===== src/rtl/command_line_argument_splitter_top_macros.svh =====
// assertion macros for the command line argument splitter
`ifndef COMMAND_LINE_ARGUMENT_SPLITTER_TOP_MACROS_SVH
`define COMMAND_LINE_ARGUMENT_SPLITTER_TOP_MACROS_SVH

// condition that must hold at every clock edge out of reset
`define CLAS_ASSERT_ALWAYS(lbl, cond, msg) \
    lbl: assert property (@(posedge clk) disable iff (!rst_n) (cond)) else $error(msg);

// same-cycle implication
`define CLAS_ASSERT_IMPLIES(lbl, ante, cons, msg) \
    lbl: assert property (@(posedge clk) disable iff (!rst_n) (ante) |-> (cons)) \
        else $error(msg);

// next-cycle implication
`define CLAS_ASSERT_NEXT(lbl, ante, cons, msg) \
    lbl: assert property (@(posedge clk) disable iff (!rst_n) (ante) |=> (cons)) \
        else $error(msg);

`endif


===== src/rtl/clas_pkg.sv =====
// types, codes and helpers shared by the command line argument splitter
package clas_pkg;

    // default bound on a held backslash run
    localparam int MAX_SLASH_RUN_DEF = 62;

    localparam logic [7:0] QUOTE_CHAR = 8'h22;
    localparam logic [7:0] SLASH_CHAR = 8'h5C;
    localparam logic [7:0] SPACE_CHAR = 8'h20;
    localparam logic [7:0] TAB_CHAR   = 8'h09;
    localparam logic [7:0] CR_CHAR    = 8'h0D;

    // result kind codes
    typedef enum logic [1:0] {
        KIND_LITERAL  = 2'd0,
        KIND_END_ARG  = 2'd1,
        KIND_END_LINE = 2'd2
    } kind_t;

    // quote tracking state
    typedef enum logic [2:0] {
        QM_OUTSIDE = 3'b001,
        QM_INSIDE  = 3'b010,
        QM_CLOSED  = 3'b100
    } quote_mode_t;

    // space, tab, lf, vt, ff, cr
    function automatic logic is_blank(input logic [7:0] c);
        return (c == SPACE_CHAR) || ((c >= TAB_CHAR) && (c <= CR_CHAR));
    endfunction

endpackage


===== src/rtl/command_line_argument_splitter_top.sv =====
// command line argument splitter: byte stream in, argument word items out
//
// Takes one byte of the command line per transfer and returns literal bytes, end-of-argument
// marks and a final end-of-line mark. An ordinary byte is taken every cycle while m_tready
// is high and gives at most one result in the next cycle. A byte that releases a held run
// of n backslashes gives them ahead of its own result; a quote after such a run gives n/2
// of them (rounded down), then a literal quote if one is due. The end of line gives the run,
// an end-of-argument mark if a word is open, then the end-of-line mark; the result register
// hands out one item per cycle while m_tready is high. The input side accepts the next byte
// in the cycle the previous byte's last result goes out, so s_tready depends on m_tready too.
module command_line_argument_splitter_top
    import clas_pkg::*;
#(
    parameter int MAX_SLASH_RUN = MAX_SLASH_RUN_DEF
)
(
    input  logic       clk,
    input  logic       rst_n,
    input  logic       s_tvalid,
    output logic       s_tready,
    input  logic [7:0] s_tdata,   // [7:0] char_byte
    input  logic       s_tlast,   // line_end
    output logic       m_tvalid,
    input  logic       m_tready,
    output logic [7:0] m_tdata,   // [7:0] out_byte
    output logic [1:0] m_tuser,   // [1:0] kind
    output logic       m_tlast    // last_of_run
);

    localparam int SLASH_W = $clog2(MAX_SLASH_RUN + 1);
    localparam logic [SLASH_W-1:0] SLASH_MAX = SLASH_W'(MAX_SLASH_RUN);
    localparam logic [SLASH_W-1:0] SLASH_ONE = SLASH_W'(1);

    // parse state
    logic               in_word_reg, in_word_next;
    quote_mode_t        qm_reg, qm_next;
    logic [SLASH_W-1:0] pend_reg, pend_next;

    // result job: backslash run, then up to two tail items
    logic [SLASH_W-1:0] cnt_reg, cnt_next;
    logic               t0_valid_reg, t0_valid_next;
    kind_t              t0_kind_reg, t0_kind_next;
    logic [7:0]         t0_byte_reg, t0_byte_next;
    logic               t1_valid_reg, t1_valid_next;

    // job load values for the byte in flight
    logic [SLASH_W-1:0] ld_cnt;
    logic               ld_t0;
    kind_t              ld_kind;
    logic [7:0]         ld_byte;
    logic               ld_t1;

    logic        busy;
    logic        cur_slash;
    logic        in_xfer;
    logic        out_xfer;
    quote_mode_t qm_open;
    quote_mode_t qm_begin;

    // result side
    assign busy      = (cnt_reg != '0) || t0_valid_reg || t1_valid_reg;
    assign cur_slash = (cnt_reg != '0);
    assign m_tvalid  = busy;

    always_comb
    begin
        if (cur_slash)
        begin
            m_tuser = KIND_LITERAL;
            m_tdata = SLASH_CHAR;
            m_tlast = (cnt_reg == SLASH_ONE) && !t0_valid_reg && !t1_valid_reg;
        end
        else if (t0_valid_reg)
        begin
            m_tuser = t0_kind_reg;
            m_tdata = t0_byte_reg;
            m_tlast = !t1_valid_reg;
        end
        else
        begin
            m_tuser = KIND_END_LINE;
            m_tdata = 8'h00;
            m_tlast = 1'b1;
        end
    end

    assign out_xfer = m_tvalid && m_tready;
    assign s_tready = !busy || (m_tready && m_tlast);
    assign in_xfer  = s_tvalid && s_tready;

    // parse one byte against the current state
    always_comb
    begin
        in_word_next = in_word_reg;
        qm_next      = qm_reg;
        pend_next    = pend_reg;
        ld_cnt       = '0;
        ld_t0        = 1'b0;
        ld_kind      = KIND_LITERAL;
        ld_byte      = 8'h00;
        ld_t1        = 1'b0;

        // open word keeps its mode (qm_open: closed to outside); new word starts outside
        qm_open  = (in_word_reg && (qm_reg == QM_CLOSED)) ? QM_OUTSIDE : qm_reg;
        qm_begin = in_word_reg ? qm_reg : QM_OUTSIDE;

        if (s_tlast)
        begin
            // end of line: copy held run, close word, mark line end, clear state
            ld_cnt       = pend_reg;
            ld_t0        = in_word_reg;
            ld_kind      = KIND_END_ARG;
            ld_t1        = 1'b1;
            in_word_next = 1'b0;
            qm_next      = QM_OUTSIDE;
            pend_next    = '0;
        end
        else if (s_tdata == QUOTE_CHAR)
        begin
            in_word_next = 1'b1;
            pend_next    = '0;
            ld_cnt       = pend_reg >> 1;
            if (pend_reg[0])
            begin
                // odd run escapes this quote
                qm_next = qm_begin;
                ld_t0   = 1'b1;
                ld_byte = QUOTE_CHAR;
            end
            else
            begin
                case (qm_begin)
                    QM_OUTSIDE: qm_next = QM_INSIDE;
                    QM_INSIDE:  qm_next = QM_CLOSED;
                    QM_CLOSED:
                    begin
                        qm_next = QM_OUTSIDE;
                        ld_t0   = 1'b1;
                        ld_byte = QUOTE_CHAR;
                    end
                    default:    qm_next = QM_OUTSIDE;
                endcase
            end
        end
        else if (s_tdata == SLASH_CHAR)
        begin
            // hold the backslash, saturating at the bound
            in_word_next = 1'b1;
            qm_next      = in_word_reg ? qm_open : QM_OUTSIDE;
            if (pend_reg < SLASH_MAX)
            begin
                pend_next = pend_reg + SLASH_ONE;
            end
        end
        else if (is_blank(s_tdata))
        begin
            if (in_word_reg)
            begin
                ld_cnt    = pend_reg;
                pend_next = '0;
                if (qm_open == QM_INSIDE)
                begin
                    qm_next = qm_open;
                    ld_t0   = 1'b1;
                    ld_byte = s_tdata;
                end
                else
                begin
                    ld_t0        = 1'b1;
                    ld_kind      = KIND_END_ARG;
                    in_word_next = 1'b0;
                    qm_next      = QM_OUTSIDE;
                end
            end
        end
        else
        begin
            // ordinary literal byte
            in_word_next = 1'b1;
            qm_next      = in_word_reg ? qm_open : QM_OUTSIDE;
            ld_cnt       = pend_reg;
            pend_next    = '0;
            ld_t0        = 1'b1;
            ld_byte      = s_tdata;
        end
    end

    // job register update: drain one item per transfer, load on input transfer
    always_comb
    begin
        cnt_next      = cnt_reg;
        t0_valid_next = t0_valid_reg;
        t0_kind_next  = t0_kind_reg;
        t0_byte_next  = t0_byte_reg;
        t1_valid_next = t1_valid_reg;

        if (out_xfer)
        begin
            if (cur_slash)
            begin
                cnt_next = cnt_reg - SLASH_ONE;
            end
            else if (t0_valid_reg)
            begin
                t0_valid_next = 1'b0;
            end
            else
            begin
                t1_valid_next = 1'b0;
            end
        end

        if (in_xfer)
        begin
            cnt_next      = ld_cnt;
            t0_valid_next = ld_t0;
            t0_kind_next  = ld_kind;
            t0_byte_next  = ld_byte;
            t1_valid_next = ld_t1;
        end
    end

    // control registers
    always_ff @(posedge clk or negedge rst_n)
    begin
        if (!rst_n)
        begin
            in_word_reg  <= 1'b0;
            qm_reg       <= QM_OUTSIDE;
            pend_reg     <= '0;
            cnt_reg      <= '0;
            t0_valid_reg <= 1'b0;
            t1_valid_reg <= 1'b0;
        end
        else
        begin
            if (in_xfer)
            begin
                in_word_reg <= in_word_next;
                qm_reg      <= qm_next;
                pend_reg    <= pend_next;
            end
            cnt_reg      <= cnt_next;
            t0_valid_reg <= t0_valid_next;
            t1_valid_reg <= t1_valid_next;
        end
    end

    // payload registers
    always_ff @(posedge clk)
    begin
        t0_kind_reg <= t0_kind_next;
        t0_byte_reg <= t0_byte_next;
    end

    // checks
    `include "command_line_argument_splitter_top_macros.svh"

    `CLAS_ASSERT_ALWAYS(a_pend_bound, pend_reg <= SLASH_MAX, "held backslash run over bound")
    `CLAS_ASSERT_IMPLIES(a_take_only_on_last, in_xfer && busy, out_xfer && m_tlast, "byte taken while results still pending")
    `CLAS_ASSERT_IMPLIES(a_end_line_last, m_tvalid && (m_tuser == KIND_END_LINE), m_tlast, "end of line is not the last result")
    `CLAS_ASSERT_IMPLIES(a_mark_byte_zero, m_tvalid && (m_tuser != KIND_LITERAL), m_tdata == 8'h00, "mark carries a nonzero byte")
    `CLAS_ASSERT_NEXT(a_line_end_clears, in_xfer && s_tlast, !in_word_reg && (pend_reg == '0) && (qm_reg == QM_OUTSIDE), "state not cleared after end of line")

endmodule

===== config.mk =====
export PLATFORM = sky130hd
export DESIGN_NAME = command_line_argument_splitter_top
export DESIGN_NICKNAME = d
export VERILOG_FILES = /design/src/rtl/clas_pkg.sv /design/src/rtl/command_line_argument_splitter_top.sv
export VERILOG_INCLUDE_DIRS = /design/src /design/src/rtl
export SDC_FILE = /design/constraint.sdc
export NUM_CORES = 1
export LEC_CHECK = 0
export BUFFER_PORTS_ARGS = -buffer_cell sky130_fd_sc_hd__buf_2
export CELL_PAD_IN_SITES_DETAIL_PLACEMENT = 0
export CELL_PAD_IN_SITES_GLOBAL_PLACEMENT = 2
export CORE_ASPECT_RATIO = 1.5
export CORE_UTILIZATION = 35
export CTS_BUF_LIST = sky130_fd_sc_hd__clkbuf_4
export DETAILED_ROUTE_END_ITERATION = 12
export HOLD_SLACK_MARGIN = 0.12
export PLACE_DENSITY = 0.8
export REMOVE_ABC_BUFFERS = 1
export SYNTH_ARGS = -nofsm -noshare
export SYNTH_HDL_FRONTEND = slang
export SYNTH_SLANG_ARGS = --single-unit

===== constraint.sdc =====
create_clock -name clk -period 5.4 [get_ports clk]
set_input_delay 1.08 -clock clk [delete_from_list [all_inputs] [get_ports clk]]
set_output_delay 1.08 -clock clk [all_outputs]
set_load 0.005 [all_outputs]

==> impl_metrics.py <==
metrics = {
    "timing": {
        "slew_headroom_pct": 60.2,
        "hold_violations": 0,
        "fin_worst_skew_ns": 0.00314,
        "fmax_ghz": 0.311,
        "fin_crit_sh_pct": 59.5,
        "fin_crit_ns": 3.21,
        "grt_setup_unrepaired": "no",
        "final-setup-viol-count": 0,
        "fin_tns_setup_ns": 0,
        "tightest_slew_ns": 0.597,
        "fin_ws_ns": 2.19,
        "finalMaxSlewViolations": 0,
    },
    "place": {
        "dp.cells": 309,
        "place_ws_ns": 2.32,
        "dpl.hpwl_mm": 3.77,
        "port_buffers": 25,
        "place_congestion": 0.754,
    },
    "routing": {
        "ant_nets": 0,
        "wl_met2_mm": 2.57,
        "drc_errors": 0,
        "maxUsedRoutingLayer": "met4",
        "first_pass_iters": 4,
        "wl_per_cell_um": 16.3,
        "vias": 1800,
        "totalWireLength_mm": 5.11,
        "dr_wl_met3_um": 116,
        "met1_length_mm": 2.38,
        "drtIter0Drc": 91,
        "routed_via_density": 5.75,
    },
    "pwr": {
        "p_per_area_nw_per_um2": 263,
        "leakage_uw": 0.000848,
        "ir_drop_uv": 90.3,
    },
    "cells_and_area": {
        "final_common_cell": "buf_2",
        "mostFrequentLayoutCells": "25 x buf_2, 20 x nand2_1, 17 x dfrtp_1, 15 x nand3_1, 14 x inv_1",
        "syn2layout_area_growth_pct": 9.37,
        "nets": 260,
        "layout.cells.non_filler": 313,
        "largest_reg_flops": 8,
        "fin_util_pct": 39.9,
        "layout-drive-gt1-share_pct": 19.3,
        "antennaDiodeCount": 0,
    },
    "die": {
        "die-area_um2": 6000,
        "placeableCoreArea_um2": 5450,
        "initial_core_util_pct": 36.5,
        "ios": 26,
        "die_h_um": 94.3,
        "die_w_um": 63.6,
        "rows": 33,
    },
    "clocking": {
        "clockBufferDepth": 2,
        "cts.clk_slew.worst_paths_ns": 0.15,
        "cts_setup_buffers": 0,
        "ctsHoldBuffers": 0,
        "cts_buffers": 3,
        "clock_latency_ns": 0.33,
        "cts-root-buf": "clkbuf_4",
        "cts_sinks": 27,
        "cts_resized": 0,
        "tritoncts": "yes",
        "htreeDepth": 1,
    },
    "synthesis": {
        "yosysWarnings": 0,
        "synth_seq_cells": 27,
        "ys_types": 60,
        "dominantRegCellSynth": "dfrtp_1",
        "synth.cell_area_um2": 1990,
        "synthArstFlopShare_pct": 66.7,
        "syn_avg_cell_area_um2": 8.80,
        "synth_enable_flop_cells": 9,
        "syn_inst": 226,
        "synth-seq-area-share_pct": 36.3,
    },
    "setup_path": {
        "path_max_fanout": 13,
        "worstPathArrival_ns": 2.13,
        "critPathCaptureType": "output port",
        "worstPathRequired_ns": 4.32,
        "path_class": "reg2out",
        "cp-start-kind": "flip-flop",
    },
    "job": {
        "max_cap_viol_count": 0,
    },
    "run_status": {
        "status": "finished clean",
    },
    "worst_hold_path": {
        "hold_path_class": "reg2reg",
    },
    "global_route": {
        "grt_pass1_wl_mm": 8.54,
        "track_usage_pct": 18.1,
        "antenna_found_initial": 0,
        "grt.overflow.total": 0,
        "grt_max_degree": 30,
        "grt_pass1_vias": 1673,
    },
}
## path summary, 6_finish.rpt
check | from | to | slack (ns) | depth (start not counted)
max reg2reg | t0_valid_reg | cnt_reg[3] | 2.82 | 6
min in group asynchronous | rst_n | cnt_reg[2] | 0.66 | 1
max in group asynchronous | rst_n | qm_reg[0] | 4.41 | 1
max | cnt_reg[0] | m_tlast | 2.19 | 7
min reg2reg | cnt_reg[5] | cnt_reg[5] | 0.59 | 1
min | cnt_reg[5] | cnt_reg[5] | 0.59 | 1
## metal layers
metal / GRT usage [%] / vias up
li1: - / 900
met1: 24.7 / 864
met2: 30.1 / 32
met3: 1.93 / 4
met4: 4.92 / 0
met5: 0 / -
## critical path: stages, from the launching register on
cell and delay [ns]:
dfrtp_1 0.45, inv_1 0.07, ha_1 0.16, nor3b_2 0.32, and2_1 0.44, a21oi_1 0.09, o22ai_1 0.13, buf_2 0.13
## cell families (layout without fill, tap and decap cells)
logic type	Yosys count	after routing	share of synthesized area, %
AND/OR/NAND/NOR	94	94	26.9
XOR/XNOR	1	1	0.440
buffers and inverters	27	44	5.66
adder cells (fa/ha/maj)	4	4	2.39
AO/OA/AOI/OAI	72	72	27.8
flip-flops	27	27	36.3
multiplexers	1	1	0.503
## cell type report
type	count	area (um2)
Clock buffer	4	30.0
Fill cell	601	3270
Inverter	15	56.3
Multi-Input combinational cell	172	1150
Sequential cell	27	722
Tap cell	70	87.6
Timing Repair Buffer	25	125
## Yosys cell counts (all sizes together), types with 2 or more instances
cell | n | area share [%]
a211oi | 3 | 1.8
a21oi | 15 | 4.2
edfxtp | 9 | 14
a31o | 3 | 1.3
nor3b | 4 | 1.8
o211a | 2 | 1.0
nand2 | 20 | 3.8
clkbuf | 5 | 0.94
a2111oi | 2 | 1.8
and2 | 3 | 0.94
ha | 3 | 1.9
o41ai | 2 | 0.88
a221oi | 2 | 1.5
inv | 15 | 2.8
nor4b | 5 | 2.5
and4 | 2 | 0.88
o2bb2ai | 2 | 0.88
buf | 7 | 1.9
and3 | 12 | 3.8
nor3 | 4 | 1.0
a31oi | 6 | 1.9
or3 | 2 | 0.63
a21o | 3 | 1.5
dfrtp | 17 | 21
nor2 | 13 | 2.5
nand3 | 15 | 3.8
nor2b | 2 | 0.63
o22ai | 4 | 1.3
o31ai | 2 | 0.75
o21ai | 13 | 3.5
o211ai | 2 | 0.75
nand4 | 6 | 1.9
a41oi | 3 | 1.3
## through the flow
stage | hold WS, ns | area, um2 | total power, uW
after floorplan | 0.507 | 1930 | 424
after global placement | 0.540 | 2150 | 482
after detailed placement | 0.551 | 2150 | 481
after CTS | 0.586 | 2180 | 577
after global routing | 0.601 | 2180 | 616
final | 0.590 | 2180 | 572
## power breakdown
| group | switching, uW | leakage, uW | internal (uW) |
|---|---|---|---|
| sequential | 65.9 | 0.000297 | 252 |
| clock | 61.6 | 0.0000184 | 34.0 |
| combinational | 83.6 | 0.000533 | 74.6 |
| total | 211 | 0.000848 | 361 |
(Power assumes the default switching activity.)
